## src/hw/rtl/ckore_pkg.sv

```systemverilog
// Shared types and constants of the colour-key opaque run extractor.
`default_nettype none
package ckore_pkg;

    // Configuration register indexes.
    localparam logic [2:0] CfgOriginX     = 3'd0;
    localparam logic [2:0] CfgOriginY     = 3'd1;
    localparam logic [2:0] CfgImageWidth  = 3'd2;
    localparam logic [2:0] CfgImageHeight = 3'd3;
    localparam logic [2:0] CfgKeyRed      = 3'd4;
    localparam logic [2:0] CfgKeyGreen    = 3'd5;
    localparam logic [2:0] CfgKeyBlue     = 3'd6;

    // Register reset values.
    localparam logic [8:0] RstOriginX     = 9'd0;
    localparam logic [8:0] RstOriginY     = 9'd0;
    localparam logic [9:0] RstImageWidth  = 10'd480;
    localparam logic [9:0] RstImageHeight = 10'd320;
    localparam logic [7:0] RstKeyRed      = 8'hFF;
    localparam logic [7:0] RstKeyGreen    = 8'h00;
    localparam logic [7:0] RstKeyBlue     = 8'hFF;

    // Result queue between the classifier and the output stage.
    localparam int unsigned QDepth   = 4;
    localparam int unsigned QPtrW    = $clog2(QDepth);
    localparam int unsigned QCountW  = $clog2(QDepth + 1);

    typedef struct packed {
        logic [8:0] origin_x;
        logic [8:0] origin_y;
        logic [9:0] image_width;
        logic [9:0] image_height;
        logic [7:0] key_red;
        logic [7:0] key_green;
        logic [7:0] key_blue;
    } t_cfg;

    typedef struct packed {
        logic [8:0] screen_x;
        logic [8:0] screen_y;
        logic [7:0] red;
        logic [7:0] green;
        logic [7:0] blue;
        logic [8:0] run_start_x;
        logic       run_last;
    } t_result;

    // Pushes from the classifier: the released held pixel and the current pixel.
    typedef struct packed {
        logic held;
        logic curr;
    } t_push;

endpackage
`default_nettype wire

```

## src/hw/rtl/ckore_front.sv

```systemverilog
// Classifier: window clipping, key compare, run tracking and the held pixel.
`default_nettype none
module ckore_front #(
    parameter int SCREEN_WIDTH  = 480,
    parameter int SCREEN_HEIGHT = 320
) (
    input  wire logic              i_clk,
    input  wire logic              i_rst_n,
    input  wire ckore_pkg::t_cfg   i_cfg,
    input  wire logic              i_valid,
    input  wire logic              i_frame_start,
    input  wire logic [7:0]        i_pix_red,
    input  wire logic [7:0]        i_pix_green,
    input  wire logic [7:0]        i_pix_blue,
    input  wire logic              i_room,
    output logic                   o_accept,
    output ckore_pkg::t_push       o_push,
    output ckore_pkg::t_result     o_held_res,
    output ckore_pkg::t_result     o_curr_res
);

    localparam int SwBits = $clog2(SCREEN_WIDTH + 1);
    localparam int ShBits = $clog2(SCREEN_HEIGHT + 1);
    localparam int DimW0  = (SwBits > ShBits) ? SwBits : ShBits;
    localparam int DimW   = (DimW0 > 10) ? DimW0 : 10;
    localparam logic [DimW-1:0] ScrW = DimW'(SCREEN_WIDTH);
    localparam logic [DimW-1:0] ScrH = DimW'(SCREEN_HEIGHT);

    logic [9:0]  r_col, n_col;
    logic [9:0]  r_row, n_row;
    logic        r_held_valid, n_held_valid;
    logic [23:0] r_held_color, n_held_color;
    logic [8:0]  r_held_col, n_held_col;
    logic [8:0]  r_run_start, n_run_start;

    logic            off_screen;
    logic [DimW-1:0] room_x, room_y;
    logic [9:0]      win_w, win_h;
    logic [9:0]      eff_col, eff_row;
    logic            outside, is_key, opaque_in, held_eff, at_edge;
    logic [10:0]     col_inc;
    logic [8:0]      run_col_curr;

    assign o_accept = i_valid && i_room;

    always_comb begin
        off_screen = (DimW'(i_cfg.origin_x) >= ScrW) || (DimW'(i_cfg.origin_y) >= ScrH);
        room_x     = ScrW - DimW'(i_cfg.origin_x);
        room_y     = ScrH - DimW'(i_cfg.origin_y);
        win_w      = (DimW'(i_cfg.image_width) < room_x) ? i_cfg.image_width : room_x[9:0];
        win_h      = (DimW'(i_cfg.image_height) < room_y) ? i_cfg.image_height : room_y[9:0];
        eff_col    = i_frame_start ? 10'd0 : r_col;
        eff_row    = i_frame_start ? 10'd0 : r_row;
        outside    = (eff_row >= win_h) || (eff_col >= win_w);
        is_key     = (i_pix_red == i_cfg.key_red) && (i_pix_green == i_cfg.key_green)
                     && (i_pix_blue == i_cfg.key_blue);
        opaque_in  = !outside && !is_key;
        held_eff   = r_held_valid && !i_frame_start;
        col_inc    = {1'b0, eff_col} + 11'd1;
        at_edge    = col_inc >= {1'b0, win_w};
        run_col_curr = held_eff ? r_run_start : eff_col[8:0];
    end

    always_comb begin
        o_push.held = o_accept && !off_screen && r_held_valid;
        o_push.curr = o_accept && !off_screen && opaque_in && at_edge;

        // The held pixel takes the row count from before any restart.
        o_held_res.screen_x    = i_cfg.origin_x + r_held_col;
        o_held_res.screen_y    = i_cfg.origin_y + r_row[8:0];
        o_held_res.red         = r_held_color[23:16];
        o_held_res.green       = r_held_color[15:8];
        o_held_res.blue        = r_held_color[7:0];
        o_held_res.run_start_x = i_cfg.origin_x + r_run_start;
        o_held_res.run_last    = i_frame_start || !opaque_in;

        o_curr_res.screen_x    = i_cfg.origin_x + eff_col[8:0];
        o_curr_res.screen_y    = i_cfg.origin_y + eff_row[8:0];
        o_curr_res.red         = i_pix_red;
        o_curr_res.green       = i_pix_green;
        o_curr_res.blue        = i_pix_blue;
        o_curr_res.run_start_x = i_cfg.origin_x + run_col_curr;
        o_curr_res.run_last    = 1'b1;
    end

    always_comb begin
        n_col        = r_col;
        n_row        = r_row;
        n_held_valid = r_held_valid;
        n_held_color = r_held_color;
        n_held_col   = r_held_col;
        n_run_start  = r_run_start;
        if (o_accept) begin
            if (off_screen) begin
                n_held_valid = 1'b0;
                n_col        = eff_col;
                n_row        = eff_row;
            end else begin
                n_held_valid = opaque_in && !at_edge;
                if (opaque_in) begin
                    n_held_color = {i_pix_red, i_pix_green, i_pix_blue};
                    n_held_col   = eff_col[8:0];
                    if (!held_eff) begin
                        n_run_start = eff_col[8:0];
                    end
                end
                if (outside) begin
                    if (eff_row < win_h) begin
                        n_col = 10'd0;
                        n_row = eff_row + 10'd1;
                    end else begin
                        n_col = eff_col;
                        n_row = eff_row;
                    end
                end else if (at_edge) begin
                    n_col = 10'd0;
                    n_row = eff_row + 10'd1;
                end else begin
                    n_col = col_inc[9:0];
                    n_row = eff_row;
                end
            end
        end
    end

    always_ff @(posedge i_clk) begin
        if (!i_rst_n) begin
            r_col        <= '0;
            r_row        <= '0;
            r_held_valid <= 1'b0;
            r_held_color <= '0;
            r_held_col   <= '0;
            r_run_start  <= '0;
        end else begin
            r_col        <= n_col;
            r_row        <= n_row;
            r_held_valid <= n_held_valid;
            r_held_color <= n_held_color;
            r_held_col   <= n_held_col;
            r_run_start  <= n_run_start;
        end
    end

endmodule
`default_nettype wire

```

## src/hw/rtl/ckore_queue.sv

```systemverilog
// Short result queue taking up to two results and giving one per cycle while the output stage pops.
`default_nettype none
module ckore_queue (
    input  wire logic                i_clk,
    input  wire logic                i_rst_n,
    input  wire ckore_pkg::t_push    i_push,
    input  wire ckore_pkg::t_result  i_held_res,
    input  wire ckore_pkg::t_result  i_curr_res,
    input  wire logic                i_pop,
    output logic                     o_room,
    output logic                     o_not_empty,
    output ckore_pkg::t_result       o_head
);

    ckore_pkg::t_result r_mem [ckore_pkg::QDepth];
    logic [ckore_pkg::QPtrW-1:0]   r_wr, n_wr, r_rd, n_rd;
    logic [ckore_pkg::QCountW-1:0] r_count, n_count;
    logic [ckore_pkg::QCountW-1:0] push_n;
    logic [ckore_pkg::QPtrW-1:0]   wr_next;
    ckore_pkg::t_result            first_res;

    always_comb begin
        push_n    = ckore_pkg::QCountW'(i_push.held) + ckore_pkg::QCountW'(i_push.curr);
        wr_next   = r_wr + ckore_pkg::QPtrW'(1);
        first_res = i_push.held ? i_held_res : i_curr_res;
        n_wr      = r_wr + push_n[ckore_pkg::QPtrW-1:0];
        n_rd      = i_pop ? r_rd + ckore_pkg::QPtrW'(1) : r_rd;
        n_count   = r_count + push_n - ckore_pkg::QCountW'(i_pop);
    end

    // Room for two more is kept so that any item can be taken.
    assign o_room      = r_count <= ckore_pkg::QCountW'(ckore_pkg::QDepth - 2);
    assign o_not_empty = r_count != '0;
    assign o_head      = r_mem[r_rd];

    always_ff @(posedge i_clk) begin
        if (i_push.held || i_push.curr) begin
            r_mem[r_wr] <= first_res;
        end
        if (i_push.held && i_push.curr) begin
            r_mem[wr_next] <= i_curr_res;
        end
    end

    always_ff @(posedge i_clk) begin
        if (!i_rst_n) begin
            r_wr    <= '0;
            r_rd    <= '0;
            r_count <= '0;
        end else begin
            r_wr    <= n_wr;
            r_rd    <= n_rd;
            r_count <= n_count;
        end
    end

    a_count_bound: assert property (@(posedge i_clk) disable iff (!i_rst_n)
        r_count <= ckore_pkg::QCountW'(ckore_pkg::QDepth))
        else $error("result queue count exceeds its depth");

    a_no_overflow: assert property (@(posedge i_clk) disable iff (!i_rst_n)
        (i_push.held || i_push.curr) |-> o_room)
        else $error("result pushed while the queue lacks room");

    a_pop_nonempty: assert property (@(posedge i_clk) disable iff (!i_rst_n)
        i_pop |-> o_not_empty)
        else $error("result popped from an empty queue");

    a_ptr_track: assert property (@(posedge i_clk) disable iff (!i_rst_n)
        (r_wr - r_rd) == r_count[ckore_pkg::QPtrW-1:0])
        else $error("queue pointers disagree with the count");

endmodule
`default_nettype wire

```

## src/hw/rtl/ckore_back.sv

```systemverilog
// Output register stage draining the result queue.
`default_nettype none
module ckore_back (
    input  wire logic                i_clk,
    input  wire logic                i_rst_n,
    input  wire logic                i_not_empty,
    input  wire ckore_pkg::t_result  i_head,
    input  wire logic                i_stall,
    output logic                     o_pop,
    output logic                     o_valid,
    output ckore_pkg::t_result       o_res
);

    logic               r_valid;
    ckore_pkg::t_result r_res;
    logic               load_en;

    assign load_en = !r_valid || !i_stall;
    assign o_pop   = load_en && i_not_empty;
    assign o_valid = r_valid;
    assign o_res   = r_res;

    always_ff @(posedge i_clk) begin
        if (o_pop) begin
            r_res <= i_head;
        end
    end

    always_ff @(posedge i_clk) begin
        if (!i_rst_n) begin
            r_valid <= 1'b0;
        end else if (load_en) begin
            r_valid <= i_not_empty;
        end
    end

endmodule
`default_nettype wire

```

## src/hw/rtl/color_key_opaque_run_extractor_unit.sv

```systemverilog
// Top level of the colour-key opaque run extractor.
// Usage: pixels of an image window arrive in raster order on the input channel
// (i_valid, o_stall, i_frame_start and the three colour bytes); a transaction
// completes at a rising edge with i_valid high and o_stall low. Opaque pixels
// leave on the output channel (o_valid, i_stall) with their screen position,
// colour, the column where their run began and a flag on the last of the run.
// Pixels matching the key colour, and pixels outside the clipped window, give
// no output. One opaque pixel is held back until the next pixel shows whether
// its run has ended, so most outputs are caused by the following transaction.
// Flow: a result is written into the queue at the edge that accepts the input
// transaction and moves on to the output register once that register is free;
// a second result from the same transaction follows it. Throughput: one input
// transaction per cycle while o_stall is low; an input may cause two results,
// and the output side delivers one per cycle while i_stall is low, which the
// four-entry result queue between classifier and output absorbs.
// o_stall rises only when the queue has fewer than two free entries.
// Reset (synchronous, active low) empties the queue and the output register,
// clears the position counters and the held pixel, and loads the register
// defaults. A stalled output holds its result; the queue then fills and the
// input side stalls in turn. Configuration writes take effect at once; the user
// must make them only while the block is idle; the block does not enforce this.
`default_nettype none
module color_key_opaque_run_extractor_unit #(
    parameter int SCREEN_WIDTH  = 480,
    parameter int SCREEN_HEIGHT = 320
) (
    input  wire logic       i_clk,
    input  wire logic       i_rst_n,
    // Configuration write port.
    input  wire logic       i_cfg_we,
    input  wire logic [2:0] i_cfg_idx,
    input  wire logic [9:0] i_cfg_data,
    // Pixel input channel.
    input  wire logic       i_valid,
    output logic            o_stall,
    input  wire logic       i_frame_start,
    input  wire logic [7:0] i_pix_red,
    input  wire logic [7:0] i_pix_green,
    input  wire logic [7:0] i_pix_blue,
    // Result output channel.
    output logic            o_valid,
    input  wire logic       i_stall,
    output logic [8:0]      o_screen_x,
    output logic [8:0]      o_screen_y,
    output logic [7:0]      o_out_red,
    output logic [7:0]      o_out_green,
    output logic [7:0]      o_out_blue,
    output logic [8:0]      o_run_start_x,
    output logic            o_run_last
);

    ckore_pkg::t_cfg    r_cfg;
    ckore_pkg::t_push   push;
    ckore_pkg::t_result held_res, curr_res, head, out_res;
    logic               room, accept, not_empty, pop;

    // Configuration registers; indexes beyond the list are ignored.
    always_ff @(posedge i_clk) begin
        if (!i_rst_n) begin
            r_cfg.origin_x     <= ckore_pkg::RstOriginX;
            r_cfg.origin_y     <= ckore_pkg::RstOriginY;
            r_cfg.image_width  <= ckore_pkg::RstImageWidth;
            r_cfg.image_height <= ckore_pkg::RstImageHeight;
            r_cfg.key_red      <= ckore_pkg::RstKeyRed;
            r_cfg.key_green    <= ckore_pkg::RstKeyGreen;
            r_cfg.key_blue     <= ckore_pkg::RstKeyBlue;
        end else if (i_cfg_we) begin
            case (i_cfg_idx)
                ckore_pkg::CfgOriginX:     r_cfg.origin_x     <= i_cfg_data[8:0];
                ckore_pkg::CfgOriginY:     r_cfg.origin_y     <= i_cfg_data[8:0];
                ckore_pkg::CfgImageWidth:  r_cfg.image_width  <= i_cfg_data;
                ckore_pkg::CfgImageHeight: r_cfg.image_height <= i_cfg_data;
                ckore_pkg::CfgKeyRed:      r_cfg.key_red      <= i_cfg_data[7:0];
                ckore_pkg::CfgKeyGreen:    r_cfg.key_green    <= i_cfg_data[7:0];
                ckore_pkg::CfgKeyBlue:     r_cfg.key_blue     <= i_cfg_data[7:0];
                default: begin
                end
            endcase
        end
    end

    // The classifier takes a pixel whenever the queue can hold two results.
    ckore_front #(
        .SCREEN_WIDTH (SCREEN_WIDTH),
        .SCREEN_HEIGHT(SCREEN_HEIGHT)
    ) u_front (
        .i_clk        (i_clk),
        .i_rst_n      (i_rst_n),
        .i_cfg        (r_cfg),
        .i_valid      (i_valid),
        .i_frame_start(i_frame_start),
        .i_pix_red    (i_pix_red),
        .i_pix_green  (i_pix_green),
        .i_pix_blue   (i_pix_blue),
        .i_room       (room),
        .o_accept     (accept),
        .o_push       (push),
        .o_held_res   (held_res),
        .o_curr_res   (curr_res)
    );

    ckore_queue u_queue (
        .i_clk      (i_clk),
        .i_rst_n    (i_rst_n),
        .i_push     (push),
        .i_held_res (held_res),
        .i_curr_res (curr_res),
        .i_pop      (pop),
        .o_room     (room),
        .o_not_empty(not_empty),
        .o_head     (head)
    );

    ckore_back u_back (
        .i_clk      (i_clk),
        .i_rst_n    (i_rst_n),
        .i_not_empty(not_empty),
        .i_head     (head),
        .i_stall    (i_stall),
        .o_pop      (pop),
        .o_valid    (o_valid),
        .o_res      (out_res)
    );

    assign o_stall       = !room;
    assign o_screen_x    = out_res.screen_x;
    assign o_screen_y    = out_res.screen_y;
    assign o_out_red     = out_res.red;
    assign o_out_green   = out_res.green;
    assign o_out_blue    = out_res.blue;
    assign o_run_start_x = out_res.run_start_x;
    assign o_run_last    = out_res.run_last;

    // A pushed result only ever comes from an accepted transaction.
    a_push_needs_accept: assert property (@(posedge i_clk) disable iff (!i_rst_n)
        (push.held || push.curr) |-> accept)
        else $error("result pushed without an accepted transaction");

    // The current pixel is only pushed as the end of its run.
    a_curr_is_last: assert property (@(posedge i_clk) disable iff (!i_rst_n)
        push.curr |-> curr_res.run_last)
        else $error("current pixel pushed without the run end flag");

    // An output result that is not taken is not reloaded and stays valid.
    a_out_held: assert property (@(posedge i_clk) disable iff (!i_rst_n)
        (o_valid && i_stall) |-> (!pop ##1 o_valid))
        else $error("stalled output register was reloaded");

endmodule
`default_nettype wire

```

## config.mk

```make
export PLATFORM = sky130hd
export DESIGN_NAME = color_key_opaque_run_extractor_unit
export DESIGN_NICKNAME = d
export VERILOG_FILES = /design/src/hw/rtl/ckore_pkg.sv /design/src/hw/rtl/ckore_front.sv /design/src/hw/rtl/ckore_queue.sv /design/src/hw/rtl/ckore_back.sv /design/src/hw/rtl/color_key_opaque_run_extractor_unit.sv
export SDC_FILE = /design/constraint.sdc
export NUM_CORES = 1
export LEC_CHECK = 0
export BUFFER_PORTS_ARGS = -buffer_cell sky130_fd_sc_hd__buf_2
export CELL_PAD_IN_SITES_DETAIL_PLACEMENT = 1
export CELL_PAD_IN_SITES_GLOBAL_PLACEMENT = 1
export CORE_MARGIN = 8
export CORE_UTILIZATION = 51
export DETAILED_ROUTE_END_ITERATION = 12
export GPL_ROUTABILITY_DRIVEN = 0
export PLACE_DENSITY_LB_ADDON = 0.12
export SETUP_SLACK_MARGIN = 0.4
export SYNTH_ARGS = -nofsm -noshare
export SYNTH_HDL_FRONTEND = slang
export SYNTH_HIERARCHICAL = 1
export SYNTH_SLANG_ARGS = --single-unit
```

## constraint.sdc

```tcl
create_clock -name i_clk -period 10.5 [get_ports i_clk]
set_input_delay 1.575 -clock i_clk [delete_from_list [all_inputs] [get_ports i_clk]]
set_output_delay 1.575 -clock i_clk [all_outputs]
set_load 0.05 [all_outputs]
```

==> results of run 1 <==
## kinds of logic (layout without fill, tap and decap cells)
| group | after synthesis | count (layout) | synth area share |
|---|---|---|---|
| muxes | 186 | 186 | 0.112 |
| other | 1 | 1 | 0.000166 |
| and+or+nand+nor | 544 | 544 | 0.120 |
| DFF | 395 | 395 | 0.466 |
| xor gates and xnor gates | 98 | 98 | 0.0393 |
| adders and majority gates | 108 | 108 | 0.0620 |
| buffers and inverters | 232 | 280 | 0.0510 |
| AOI/OAI and AO/OA | 403 | 403 | 0.149 |
## registers in the layout, indices dropped and copies added, names as in the netlist, named ones only
name and count:
u_front/r_col 10, u_queue/r_mem 208, u_front/r_held_color 24, u_front/r_held_col 9
u_back/o_res 52, u_front/r_row 10, u_front/r_held_valid 1, u_queue/r_rd 2
u_back/o_valid 1, u_queue/r_count 3, u_queue/r_wr 2, u_front/r_run_start 9
r_cfg 62
## metal layers
layer  vias to the layer above  GRT usage  routed length (um)
met4                         0     0.0708                1320
li1                       7422          -                   -
met3                        86     0.0357                3800
met5                         -          0                   0
met1                      8329      0.332               27900
met2                       475      0.426               31600
## critical path: cells and delay by family (launching register included)
kind	cells	cell delay [ns]
AO/OA/AOI/OAI	16	3.50
adder cells (fa/ha/maj)	4	1.31
buffers and inverters	3	0.61
flip-flops	1	0.43
multiplexers	1	0.43
AND/OR/NAND/NOR	4	1.76
## per-stage QoR
stage	cell area [um^2]	util	total power, mW	hold slack [ns]	setup slack, ns
finish	24700	0.561	5.08	0.482	2.15
global placement	23200	0.528	3.50	0.453	2.38
global route	24700	0.561	5.29	0.514	1.67
CTS	24700	0.561	5.13	0.486	2.16
detailed placement	23200	0.528	3.54	0.468	2.16
floorplan	22600	-	3.18	0.437	1.13
## area by class of cell
type	count	area, um^2	share of cell area
clock buffer	59	1210	0.0490
clock inverter	22	267	0.0108
timing repair buffer	114	618	0.0251
sequential	395	10500	0.427
multi-input combinational	1340	11000	0.445
inverter	85	319	0.0129
tap	592	741	0.0300
## worst max-delay path by stage
stage	slack, ns	from	end
3_3_place_gp	2.38	r_cfg[45]	u_queue/r_mem[1][19]
5_1_grt	1.67	r_cfg[45]	u_queue/r_mem[3][19]
3_5_place_dp	2.16	r_cfg[45]	u_queue/r_mem[3][16]
2_1_floorplan	1.13	r_cfg[45]	u_queue/r_mem[1][0]
4_1_cts	2.16	r_cfg[45]	u_queue/r_mem[1][42]
6_report	2.15	r_cfg[45]	u_queue/r_mem[3][14]
## power breakdown
part | switching (mW) | total [mW] | internal [mW]
combinational | 0.955 | 1.43 | 0.474
sequential | 0.141 | 2.07 | 1.93
clock | 0.643 | 1.58 | 0.935
## cell usage in the layout, fill, tap and decap left out, types with 4 or more instances in the layout
master / count
ha_1: 99
o221ai_2: 52
nand2b_1: 112
fa_1: 7
mux2i_1: 124
o21ai_0: 42
a21o_1: 26
nor2_1: 95
o21bai_1: 13
buf_4: 19
edfxtp_1: 260
nor3_1: 11
inv_1: 84
nand3_1: 19
nand4b_1: 4
xor2_1: 34
nor2b_1: 47
mux4_2: 52
and3_1: 7
and2_1: 4
clkbuf_1: 10
nand2_1: 197
clkbuf_16: 44
nand4_1: 10
xnor2_1: 62
clkbuf_8: 5
bufinv_16: 5
o221ai_1: 159
mux2_2: 10
clkinv_2: 9
clkinv_1: 5
a21oi_1: 75
buf_2: 95
dfxtp_1: 132
nor4_1: 6
==> results.yml, run 1 <==
synth:
  yosysSeqAreaShare: 0.466
  syn_area_mm2: 0.0226
  syn_inst: 1967
  synth_most_common_cell: "edfxtp_1"
  synth_fp_nets: 2116
  synth_flop_cell: "edfxtp_1"
  ys_types: 77
  synthTopCellsByCount: "edfxtp_1, nand2_1, o221ai_1"
  async_flop_share: 0
  synth.area.top_cells: "edfxtp_1, dfxtp_1, o221ai_1"
  synth_top_area_frac: 0.346
  yosysTopAreaCell: "edfxtp_1"
  synth_edf_count: 260
  ys.warnings.count: 6
  ys_ff_latch: 395
  avgSynthCellArea_um2: 11.5
drt:
  finalWirelength_mm: 64.7
  drt-wirelength-per-cell_um: 24.8
  drt_iter0_drc: 1265
  drtPass1Iterations: 5
  ant_nets: 0
  drc: 0
  via_per_inst: 6.26
  vias: 16300
clocking:
  htree_levels: 2
  cts_resized: 0
  clock_latency_ns: 0.59
  clock-sinks: 395
  cts_hold_buf: 0
  post_cts_buffers: 0
  numCtsBuffers: 44
  cts.path.max_buffers: 3
  clk_pin_slew_ns: 0.06
  cts_root_buffer: "clkbuf_16"
  cts_tree: "yes"
critical_path:
  endpoint_kind: "flip-flop"
  crit_type: "flip-flop to flip-flop"
  critPathSlowestCell: "and3b_2"
  crit_arrival_ns: 8.64
  startpoint_type: "flip-flop"
  crit_top_cell: "a21o_1"
  worstReg2RegEnd: "u_queue/r_mem[3][14]"
  cp_max_fo: 36
  slowest_delay_ns: 0.92
  worst_r2r_path_depth: 28
  worstPathRequired_ns: 10.79
  ff2ff_setup_slack_ns: 2.15
  rr_startpoint: "r_cfg[45]"
finish:
  drive_gt1_frac: 0.163
  fin_cells: 2607
  diodes: 0
  layout.nets: 2129
  n_fill_cell: 4586
  area_growth_pct: 9.25
placed_design:
  port-buffer-count: 96
  dpl.hpwl_mm: 43.0
  placed_cells: 2526
hold_path:
  min_to: "r_cfg[8]"
  hold_depth: 2
  hp-class: "flip-flop to flip-flop"
  hp-start: "r_cfg[8]"
grt:
  grt_pass1_vias: 17100
  grt_usage: 0.251
  grt_pass1_wl_mm: 99.8
  grt_max_degree: 107
  grt_overflow: 0
  antenna_found_initial: 0
floorplanning:
  core.rowCount: 77
  die_x_um: 226
  coreArea_mm2: 0.0439
  initial_core_util: 0.514
  die-area_mm2: 0.0512
  die_y_um: 226
  io-pin-count: 97
timing:
  fin_crit_ns: 8.35
  hold_viol_final: 0
  timing.final.crit_share: 0.795
  maxSlewHeadroom: 0.116
  drv_slew: 0
  fin_skew_ns: 0.0369
  fmax_mhz: 120
  fin_tns_setup_ns: 0
  finalSetupViolations: 0
  tightest_slew_ns: 1.33
  rsz0062_at_grt: "false"
pwr:
  vdd_ir_drop_max_mv: 0.132
  leakagePower_nw: 9.54
  p_per_area_mw_per_mm2: 206
status:
  outcome: "finished, final reports clean"
flow_run:
  maxCapViolations: 0
(Power assumes the default switching activity.)
==> run 2, diff against run 1 <==
Clock period 10.5 ns to 8.15 ns, I/O delays scaled along.
==> results.yml, run 2 (synthesized netlist as in run 1, its figures left out) <==
finish:
  diodes: 0
  final_common_cell: "edfxtp_1"
  layout.nets: 2138
  area_growth_pct: 9.69
  finish.utilization: 0.563
  largest_reg_flops: 208
  final_cell_mix: "edfxtp_1, nand2_1, o221ai_1"
  regMostFlops: "u_queue/r_mem"
  drive_gt1_frac: 0.166
critical_path:
  startpoint: "r_cfg[44]"
  critPathTopFamily: "compound AO/OA/AOI/OAI gates"
  critical_path_buf_inv_count: 7
  crit_top_cell: "a21o_1"
  slowest_delay_ns: 0.48
  crit_type: "flip-flop to flip-flop"
  cp_max_fo: 10
  worstPathRequired_ns: 8.60
  crit_arrival_ns: 7.90
  startpoint_type: "flip-flop"
  critPathSlowestCell: "dfxtp_1"
  rr_startpoint: "r_cfg[44]"
  endpoint_kind: "flip-flop"
flow_run:
  maxCapViolations: 0
floorplanning:
  core.rowCount: 77
  die-area_mm2: 0.0512
  die_y_um: 226
  io-pin-count: 97
  die_x_um: 226
  initial_core_util: 0.514
  coreArea_mm2: 0.0439
clocking:
  numCtsBuffers: 44
  htree_levels: 2
  cts_root_buffer: "clkbuf_16"
  clk_pin_slew_ns: 0.06
  cts.path.max_buffers: 3
  post_cts_buffers: 0
  cts_resized: 0
  clock_latency_ns: 0.59
  clock-sinks: 395
  cts_hold_buf: 0
  cts_tree: "yes"
pwr:
  vdd_ir_drop_max_mv: 0.194
  internal_power_mw: 4.19
  p_per_area_mw_per_mm2: 261
  leakagePower_nw: 9.56
  switching_share: 0.351
  p_sw_mw: 2.27
  pwr-share-clk: 0.296
  power_frac_seq: 0.414
  power.share.combinational: 0.290
timing:
  drv_slew: 0
  hold_viol_final: 0
  finalSetupViolations: 0
  rsz0062_at_grt: "false"
  fin_tns_setup_ns: 0
  maxSlewHeadroom: 0.155
  fmax_mhz: 134
  tightest_slew_ns: 1.27
  fin_crit_ns: 7.45
  fin_skew_ns: 0.0269
  timing.final.crit_share: 0.914
drt:
  drc: 0
  drtPass1Iterations: 5
  ant_nets: 0
  vias: 16300
  drt-wirelength-per-cell_um: 24.9
  finalWirelength_mm: 65.1
  via_per_inst: 6.22
  drt_iter0_drc: 1009
grt:
  grt_overflow: 0
  top_usage_layer: "met2"
  grtUsageMet2: 0.415
  grt_usage: 0.252
  grt_pass1_wl_mm: 99.8
  antenna_found_initial: 3
  grt_pass1_vias: 17100
  grt_max_degree: 114
  grt_use_met3: 0.0441
  grt_util_met1: 0.330
hold_path:
  hp-class: "flip-flop to flip-flop"
  hp-start: "r_cfg[24]"
status:
  outcome: "finished, final reports clean"
placed_design:
  port-buffer-count: 96
  dpl.hpwl_mm: 42.7
[run 2: cell types whose count changed in the layout (fill, tap and decap cells not counted), sizes merged]
cell / delta
buf: +9
clkbuf: +6
clkinv: -3
clkinvlp: +3
bufinv: -5
inv: -1
[run 2: power groups by stage]
stage               logic, mW  clock network, mW  registers, mW
finish                   1.87               1.91           2.67
global route             1.99               2.02           2.71
CTS                      1.88               1.95           2.68
detailed placement       1.87                  0           2.73
global placement         1.81                  0           2.71
floorplan               0.978                  0           3.12
[run 2: worst paths after layout]
check / endpoint / cells after the start / slack [ns]
max: u_queue/r_count[2] / 35 / 0.70
min: r_cfg[24] / 2 / 0.48
max reg2reg: u_queue/r_count[2] / 35 / 0.70
min reg2reg: r_cfg[24] / 2 / 0.48
[run 2: worst min-delay path, stage by stage (launching register included)]
cell and delay [ns]:
dfxtp_1 0.32, nand2_1 0.06, mux2i_1 0.06
[run 2: final cells by class]
cell class	count	area [um^2]
clock inverter	16	104
sequential	395	10500
timing repair buffer	123	815
inverter	85	319
clock buffer	65	1260
fill	4569	19200
tap	592	741
multi-input combinational	1340	11000
[run 2: per-stage QoR]
stage                     std cells  hold WS [ns]  area, um^2  power [mW]  setup WS, ns
after detailed placement       2535         0.466       23400        4.59         0.550
final                          2616         0.481       24800        6.45         0.703
after global routing           2616         0.502       24800        6.72         0.391
after CTS                      2616         0.478       24700        6.51         0.505
after global placement         2535         0.451       23400        4.52         0.789
after floorplan                1967         0.437       22600        4.10         0.460
[run 2: metal layers]
metal	vias to the layer above	wire length [um]
met3	123	3960
met5	-	39
met1	8224	28000
met2	474	31000
li1	7443	-
met4	6	2000
==> run 3, diff against run 2 <==
Settings changed: CORE_UTILIZATION 51 to 55.
Clock period 8.15 ns to 8.8 ns, I/O delays scaled along.
==> results.yml, run 3 (synthesized netlist as in run 1, its figures left out) <==
finish:
  final_cell_mix: "edfxtp_1, nand2_1, o221ai_1"
  regMostFlops: "u_queue/r_mem"
  final_common_cell: "edfxtp_1"
  layout.nets: 2139
  largest_reg_flops: 208
  area_growth_pct: 9.95
  drive_gt1_frac: 0.171
  diodes: 0
placed_design:
  dpl.hpwl_mm: 44.4
  port-buffer-count: 96
critical_path:
  endpoint: "u_queue/r_mem[3][17]"
  startpoint: "r_cfg[45]"
  crit_type: "flip-flop to flip-flop"
  endpoint_kind: "flip-flop"
  cp_max_fo: 19
  slowest_delay_ns: 0.67
  rr_startpoint: "r_cfg[45]"
  crit_top_cell: "a21o_1"
  critPathSlowestCell: "and3b_2"
  ff2ff_setup_slack_ns: 0.93
  crit_arrival_ns: 8.16
  worstReg2RegEnd: "u_queue/r_mem[3][17]"
  worstPathRequired_ns: 9.09
  startpoint_type: "flip-flop"
  worst_r2r_path_depth: 28
timing:
  maxSlewHeadroom: 0.189
  drv_slew: 0
  timing.final.crit_share: 0.895
  rsz0062_at_grt: "false"
  fmax_mhz: 127
  fin_skew_ns: 0.0288
  finalSetupViolations: 0
  fin_tns_setup_ns: 0
  hold_viol_final: 0
  fin_crit_ns: 7.87
  tightest_slew_ns: 1.22
hold_path:
  hold_depth: 2
  hp-class: "flip-flop to flip-flop"
grt:
  grt_pass1_wl_mm: 103
  grt_usage: 0.276
  grt_max_degree: 114
  antenna_found_initial: 0
  grt_pass1_vias: 17800
  grt_overflow: 0
clocking:
  clock_latency_ns: 0.58
  numCtsBuffers: 44
  cts_root_buffer: "clkbuf_16"
  htree_levels: 2
  clk_pin_slew_ns: 0.06
  post_cts_buffers: 0
  cts.path.max_buffers: 3
  cts_tree: "yes"
  clock-sinks: 395
pwr:
  vdd_ir_drop_max_mv: 0.178
  pwr-share-clk: 0.319
  p_total_mw: 6.18
  p_sw_mw: 2.11
  switching_share: 0.341
  power.share.combinational: 0.281
  p_per_area_mw_per_mm2: 249
  internal_power_mw: 4.08
  power_frac_seq: 0.400
  leakagePower_nw: 9.66
drt:
  vias: 16600
  drtPass1Iterations: 6
  drt_iter0_drc: 1449
  finalWirelength_mm: 66.7
  ant_nets: 0
  via_per_inst: 6.51
  drt-wirelength-per-cell_um: 26.1
  drc: 0
floorplanning:
  die_x_um: 219
  initial_core_util: 0.555
  die_y_um: 219
  io-pin-count: 97
  die-area_mm2: 0.0478
  coreArea_mm2: 0.0406
  core.rowCount: 74
flow_run:
  maxCapViolations: 0
status:
  outcome: "finished, final reports clean"
==> run 3: area by class of cell <==
type,instances,area [um^2]
fill,4123,15800
multi-input combinational,1340,11000
sequential,395,10500
clock buffer,67,1380
timing repair buffer,124,753
tap,532,666
inverter,85,319
clock inverter,15,193
==> run 3: metal layers <==
metal,up-vias,share of wire,track usage
li1,7451,-,-
met1,8422,0.41,0.356
met2,661,0.50,0.474
met3,113,0.062,0.0366
met4,0,0.027,0.0929
met5,-,0,0
==> run 3: metrics by stage <==
stage / instance area (um^2) / setup WS [ns] / instances / util / hold WS [ns]
after floorplan: 22600 / 0.475 / 1967 / - / 0.437
after global placement: 23200 / 1.16 / 2476 / 0.572 / 0.453
after detailed placement: 23200 / 0.900 / 2476 / 0.572 / 0.463
after CTS: 24800 / 0.850 / 2558 / 0.610 / 0.472
after global routing: 24800 / 0.439 / 2558 / 0.610 / 0.497
final: 24800 / 0.925 / 2558 / 0.610 / 0.467
==> run 3: timing repair <==
item,4_1_cts,5_1_grt
endpoints found under the setup margin,0,65
gates resized for setup,0,1
hold buffers,0,0
==> run 3: worst min-delay path by stage <==
stage | startpoint | endpoint | slack (ns)
floorplan | r_cfg[61] | r_cfg[61] | 0.44
global placement | u_front/r_row[9] | u_front/r_row[9] | 0.45
detailed placement | u_front/r_row[9] | u_front/r_row[9] | 0.46
CTS | u_front/r_row[9] | u_front/r_row[9] | 0.47
global route | r_cfg[9] | r_cfg[9] | 0.50
finish | u_front/r_row[9] | u_front/r_row[9] | 0.47
==> run 3: critical path: cells and delay by family, from the launching register on <==
kind                     cells  cell delay, ns
AO/OA/AOI/OAI               15            2.93
buffers and inverters        3            0.77
AND/OR/NAND/NOR              4            1.55
XOR/XNOR                     1            0.22
multiplexers                 1            0.35
adder cells (fa/ha/maj)      4            1.34
flip-flops                   1            0.44
==> run 3: power groups by stage <==
stage	Combinational [mW]	Clock, mW	Sequential (mW)
2_1_floorplan	0.905	0	2.89
3_3_place_gp	1.68	0	2.50
3_5_place_dp	1.73	0	2.52
4_1_cts	1.75	2.00	2.48
5_1_grt	1.84	2.07	2.50
6_report	1.74	1.97	2.47
